**config.mk**
```make
export PLATFORM = sky130hd
export DESIGN_NAME = tsri_ctrl
export DESIGN_NICKNAME = d
export VERILOG_FILES = /design/src/rtl/assert_macros.svh /design/src/rtl/tsri_pkg.sv /design/src/rtl/tsri_ctrl.sv
export SDC_FILE = /design/constraint.sdc
export NUM_CORES = 1
export LEC_CHECK = 0
export ABC_AREA = 1
export BUFFER_PORTS_ARGS = -buffer_cell sky130_fd_sc_hd__buf_2
export CAP_MARGIN = 20
export CORE_AREA = 2 2 42 44
export CTS_CLUSTER_SIZE = 14
export DETAILED_ROUTE_END_ITERATION = 12
export DIE_AREA = 0 0 44 46
export GPL_TIMING_DRIVEN = 0
export PLACE_DENSITY = 0.78
export SLEW_MARGIN = 10
export SYNTH_ARGS = -nofsm -noshare
export SYNTH_HDL_FRONTEND = slang
export SYNTH_SLANG_ARGS = --single-unit
```
**constraint.sdc**
```tcl
create_clock -name clk_i -period 3.33 [get_ports clk_i]
set_input_delay 0.666 -clock clk_i [delete_from_list [all_inputs] [get_ports clk_i]]
set_output_delay 0.666 -clock clk_i [all_outputs]
set_load 0.005 [all_outputs]
```
**src/rtl/assert_macros.svh**
```systemverilog
// Assertion macros for the record index block.
// Used by the top level only; expects clk_i and rst_ni in scope.
`ifndef ASSERT_MACROS_SVH
`define ASSERT_MACROS_SVH

// Check an implication on every clock edge outside reset.
`define ASSERT_CLK(label, prop, msg) \
  label: assert property (@(posedge clk_i) disable iff (!rst_ni) prop) else $error(msg);

// Check a condition in the cycle after a trigger.
`define ASSERT_NEXT(label, trig, cond, msg) \
  label: assert property (@(posedge clk_i) disable iff (!rst_ni) (trig) |=> (cond)) \
    else $error(msg);

`endif

```
**src/rtl/tsri_pkg.sv**
```systemverilog
// Shared types and constants for the timestamp sorted record index.
// No dependencies.
package tsri_pkg;

  localparam int unsigned MAX_ENTRIES_DEF = 256;
  localparam int unsigned ENTRY_BYTES_DEF = 24;
  localparam logic [15:0] BODY_RESET      = 16'd4072;

  localparam logic [1:0] CMD_ADD   = 2'd0;
  localparam logic [1:0] CMD_READ  = 2'd1;
  localparam logic [1:0] CMD_CLEAR = 2'd2;

  localparam logic [2:0]  REG_BODY = 3'd0;

  localparam logic signed [63:0] TS_MAX = 64'sh7FFF_FFFF_FFFF_FFFF;
  localparam logic signed [63:0] TS_MIN = 64'sh8000_0000_0000_0000;

  typedef enum logic [7:0] {
    ST_IDLE   = 8'b0000_0001,
    ST_DECODE = 8'b0000_0010,
    ST_SEARCH = 8'b0000_0100,
    ST_CMP    = 8'b0000_1000,
    ST_SHIFT  = 8'b0001_0000,
    ST_INSERT = 8'b0010_0000,
    ST_READ   = 8'b0100_0000,
    ST_DONE   = 8'b1000_0000
  } state_e;

  typedef struct packed {
    logic capture;
    logic decode;
    logic search_issue;
    logic search_cmp;
    logic shift_start;
    logic shift_step;
    logic insert;
    logic read_issue;
    logic finish;
  } dp_cmd_t;

  typedef struct packed {
    logic [1:0] cmd;
    logic       fits;
    logic       rd_ok;
    logic       cnt_zero;
    logic       shift_needed;
    logic       ptr_at_lo;
  } dp_stat_t;

  typedef struct packed {
    logic [63:0] ts;
    logic [15:0] offset;
    logic [15:0] size;
  } entry_t;

endpackage

```
**src/rtl/tsri_ctrl.sv**
```systemverilog
// Sequencer for the record index: search, shift, insert and read steps.
// Depends on tsri_pkg; drives tsri_dp through command and status structs.
module tsri_ctrl (
  input  logic               clk_i,
  input  logic               rst_ni,
  input  logic               in_valid_i,
  output logic               in_ready_o,
  output logic               out_valid_o,
  input  logic               out_ready_i,
  input  tsri_pkg::dp_stat_t stat_i,
  output tsri_pkg::dp_cmd_t  cmd_o
);

  tsri_pkg::state_e state_q, state_d;
  logic out_valid_q, out_valid_d;

  always_comb begin
    state_d     = state_q;
    cmd_o       = '0;
    out_valid_d = out_valid_q && !out_ready_i;
    in_ready_o  = 1'b0;
    case (state_q)
      tsri_pkg::ST_IDLE: begin
        in_ready_o = 1'b1;
        if (in_valid_i) begin
          cmd_o.capture = 1'b1;
          state_d       = tsri_pkg::ST_DECODE;
        end
      end
      tsri_pkg::ST_DECODE: begin
        cmd_o.decode = 1'b1;
        state_d      = tsri_pkg::ST_DONE;
        if (stat_i.cmd == tsri_pkg::CMD_ADD && stat_i.fits) begin
          state_d = tsri_pkg::ST_SEARCH;
        end else if (stat_i.cmd == tsri_pkg::CMD_READ && stat_i.rd_ok) begin
          state_d = tsri_pkg::ST_READ;
        end
      end
      tsri_pkg::ST_SEARCH: begin
        if (stat_i.cnt_zero) begin
          cmd_o.shift_start = 1'b1;
          state_d = stat_i.shift_needed ? tsri_pkg::ST_SHIFT : tsri_pkg::ST_INSERT;
        end else begin
          cmd_o.search_issue = 1'b1;
          state_d            = tsri_pkg::ST_CMP;
        end
      end
      tsri_pkg::ST_CMP: begin
        cmd_o.search_cmp = 1'b1;
        state_d          = tsri_pkg::ST_SEARCH;
      end
      tsri_pkg::ST_SHIFT: begin
        cmd_o.shift_step = 1'b1;
        if (stat_i.ptr_at_lo) begin
          state_d = tsri_pkg::ST_INSERT;
        end
      end
      tsri_pkg::ST_INSERT: begin
        cmd_o.insert = 1'b1;
        state_d      = tsri_pkg::ST_DONE;
      end
      tsri_pkg::ST_READ: begin
        cmd_o.read_issue = 1'b1;
        state_d          = tsri_pkg::ST_DONE;
      end
      tsri_pkg::ST_DONE: begin
        if (!out_valid_q || out_ready_i) begin
          cmd_o.finish = 1'b1;
          out_valid_d  = 1'b1;
          state_d      = tsri_pkg::ST_IDLE;
        end
      end
      default: state_d = tsri_pkg::ST_IDLE;
    endcase
  end

  always_ff @(posedge clk_i or negedge rst_ni) begin
    if (!rst_ni) begin
      state_q     <= tsri_pkg::ST_IDLE;
      out_valid_q <= 1'b0;
    end else begin
      state_q     <= state_d;
      out_valid_q <= out_valid_d;
    end
  end

  assign out_valid_o = out_valid_q;

endmodule

```
After elaboration in Yosys (flattened, before gate mapping)
Index checks and enable logic that the tools add are counted.

Register bits after elaboration: 9. Logic and storage cells: 47.

Equality and inequality tests: 12. Reduce and logical (&&, ||, !) cells: 9. Muxes and demuxes: 24.

Operators by type and width (number): 8-bit one-hot mux with 7 select lines (1); 8-bit 2-to-1 mux (5); 1-bit 2-to-1 mux (16); 6-bit 2-to-1 mux (2); 8-bit by 1-bit equality test with 1-bit output (second input constant) (1); 8-bit by 2-bit equality test with 1-bit output (second input constant) (1); 8-bit by 3-bit equality test with 1-bit output (second input constant) (1); 8-bit by 4-bit equality test with 1-bit output (second input constant) (1); 8-bit by 5-bit equality test with 1-bit output (second input constant) (1); 8-bit by 6-bit equality test with 1-bit output (second input constant) (1); 8-bit by 7-bit equality test with 1-bit output (second input constant) (1); 8-bit equality test (second input constant) (1); 2-bit != test (second input constant) (3); 1-bit logical AND (3); 3-bit AND reduction (1); 2-bit by 1-bit equality test with 1-bit output (second input constant) (1); 1-bit zero test (2); 2-bit zero test (1); 2-bit OR reduction (1); 1-bit logical OR (1).

Logic depth before layout (Yosys ltp)
Depth in word-level cells: 5. Depth in mapped cells: 9.

Worst setup path before layout
No wires, ideal clock.

Kind: flip-flop to output port. Start point: register state_q[0]. End point: output port cmd_o[8] in the netlist's numbering. Required time: 2.664 ns. Path slack: 1.604 ns. Stages on the path, launching flop included: 5. Path buffers: 0. Arrival time: 1.060 ns. Cells stage by stage: dfstp_2 nand2_1 nor2_1 nand2_4 nor3_1.

RTL lines: from (decl) (RTL line tsri_ctrl.sv:14) `tsri_pkg::state_e state_q, state_d;`; from (signal assigned) (RTL line tsri_ctrl.sv:79) `state_q <= tsri_pkg::ST_IDLE;`; from (signal assigned) (RTL line tsri_ctrl.sv:82) `state_q <= state_d;`; to (decl) (RTL line tsri_ctrl.sv:11) `output tsri_pkg::dp_cmd_t cmd_o`.

==> results.md <==
* Status: complete, no violations
* First-pass DRT Iterations at 4
* CP max-delay cell: dfstp_2
* Internal at 0.273 mW
* WL/cell at 9.21 um
* Synth Register Bits at 9
* Synth top cells by count: nand2_1 (30), nor2_1 (27), inv_1 (14)
* Setup TNS at 0 ns
* Avg Inst Size Synth at 6.19 um2
* GR Overflow Total at 0
* Power per cell area at 571 mW/mm2
* Initial Util at 41.8%
* NumNets Final at 146
* Worst slew pin tran at 0.196 ns
* Final setup fails at 0
* CORE AREA at 0.00161 mm2
* CP arrival at 1.47 ns
* Yosys top cell by area: dfrtp_1
* Crit path kind: reg -> out
* Synth-to-Final Area Change at 22.6%
* Worst EP required at 2.66 ns
* Tmin final at 2.14 ns
* Post-synthesis sequential area ratio at 33.6%
* Largest net degree at the start of global routing at 10
* Post-Route WL at 1.39 mm
* H-tree depth at 1
* Sw Ratio at 42.1%
* TritonCTS Sinks at 9
* Slew Limit Fails at 0
* DP Area at 801 um2
* Highest routed metal layer: met4
* Number of synthesized flops with an enable pin at 0
* Worst hold margin at 0.240 ns
* Clock Latency Late Sink at 0.26 ns
* IO Pins at 22
* Antenna violations before repair at 0
* Clk_skew at 0.00241 ns
* Post-route design area at 827 um2
* Critical path launch point type: flop
* Met2 WL at 661 um
* Count leader, synth: nand2_1
* WP buf/inv at 2
* Clock-pin transition on the worst setup and hold timing paths at 0.06 ns
* Initial DRC Count at 12
* Max VDD drop at 0.000272 V
* Yosys top cell area share at 29.7%
* Setup Buffers After CTS at 0
* Largest fanout on the critical path at 5
* Root buf cell: clkbuf_4
* Fin. Hold Viols at 0
* Antenna-violating nets left at 0
* Sequential share of power at 32.3%
* Worst hold path type: in -> async
* Gr usage total at 16.6%
* RSZ-0062 raised after global routing: false
* Max_cap viols at 0
* Routed length on met1 at 642 um
* Multi-input gate area at 384 um2
* Drt drc at 0
* Syn Inst Count at 109
* Vias at 704
* Power share of the clock group at 17.4%
* Die Ht at 46 um
* Period utilization at 64.1%
* Die Area at 0.00202 mm2
* Die Wd at 44 um
* Vias in the first global route at 617
* Main flop type after synthesis: dfrtp_1
* Post-Syn Area at 674 um2
* Setup crit end kind: output pin
* CTS tree: done
* Synth unique cells at 16
* First-pass GRT wire length at 2.44 mm
* Net Switching at 0.199 mW
* Total CTS buffers at 3
* Met3 WL at 46 um
* N_diodes at 0
* Gate power share at 50.3%
* Reg area at 226 um2
* P_leak at 0.482 nW
* Max Root-Sink Buffers at 2
* Synthesis warning total at 0
* Share of synthesized registers carrying an async set or reset at 100%
* Routability cong. at 0.783
* Max_slew headroom at 86.9%
* Share of cells above drive strength 1 at 30.6%
* Area contributors post-synth: dfrtp_1 (30%), nand2_1 (17%), nor2_1 (15%)
* # fillers at 177
* PortBufs at 21
* Hold-fix buffers, CTS at 0
* Post-DP HPWL at 1.19 mm
* Achievable Freq at 468 MHz
* Largest stage delay, worst path at 0.54 ns
* CP Cell Sequence: inv_1, nand2_1, nor2_2, nand3_1, nand2_2, nor3_1, buf_2
* Synth Net Count at 120
* Fin util at 51.2%
* # rows at 15
* Vias per Instance at 4.66
* PostCTS Resize Cnt at 0
* Top delay family on crit path: flip-flops
[per-layer routing]
layer | vias to the layer above | global-route usage [%]
li1 | 380 | -
met1 | 301 | 20.0
met2 | 18 | 28.5
met3 | 5 | 1.19
met4 | 0 | 10.9
met5 | - | 0
[sequential cells by signal, summed over array words and instances (netlist names)]
| register | flops |
|---|---|
| state_q | 8 |
| out_valid_o | 1 |
[logic make-up after synthesis]
family                 share of synthesized area, %
AOI/OAI and AO/OA                              2.97
buffers and inverters                          9.46
DFF                                            33.6
and+or+nand+nor                                54.0
[final timing paths]
check                           cells after the start  slack [ns]     endpoint         from
worst max-delay path                                7        1.19     cmd_o[8]   state_q[0]
worst min-delay path                                1        0.24  out_valid_o       rst_ni
worst max register to register                      8        2.00   state_q[0]   state_q[0]
worst min register to register                      2        0.55  out_valid_o  out_valid_o
max in group asynchronous                           1        2.85   state_q[0]       rst_ni
min in group clk_i                                  2        0.55  out_valid_o  out_valid_o
[layout make-up]
class	count	share of cell area (%)
Clock buffer	4	3.18
Timing Repair Buffer	21	12.7
Tap cell	17	2.57
Multi-Input combinational cell	83	46.4
Inverter	17	7.72
Sequential cell	9	27.4
[metrics by stage]
stage               setup WS, ns  std cells  power, mW
floorplan                   1.60        109      0.335
global placement            1.32        147      0.389
detailed placement          1.33        147      0.393
CTS                         1.17        151      0.475
global route                1.08        151      0.518
finish                      1.19        151      0.472
[cells in the final DEF, fill, tap and decap left out, drive strengths merged]
cell type   n
nand2      36
nor2       35
buf        21
inv        16
dfrtp       8
nand3       5
clkbuf      4
o21ai       3
nor3        2
clkinv      1
nand3b      1
a21oi       1
dfstp       1
[power groups by stage]
stage	sequential [mW]	combinational (mW)	clock, mW
2_1_floorplan	0.153	0.182	0
3_3_place_gp	0.154	0.235	0
3_5_place_dp	0.154	0.239	0
4_1_cts	0.152	0.240	0.0831
5_1_grt	0.156	0.275	0.0869
6_report	0.152	0.238	0.0819
[worst register-to-register path: stages (launching register included)]
cell,delay [ns]
dfstp_2,0.54
nor2_2,0.05
nand2_1,0.14
nor2_1,0.08
nor2_1,0.19
nand2_1,0.08
nor2_1,0.09
nand2_1,0.05
nand2_1,0.05
(Power assumes the default switching activity.)
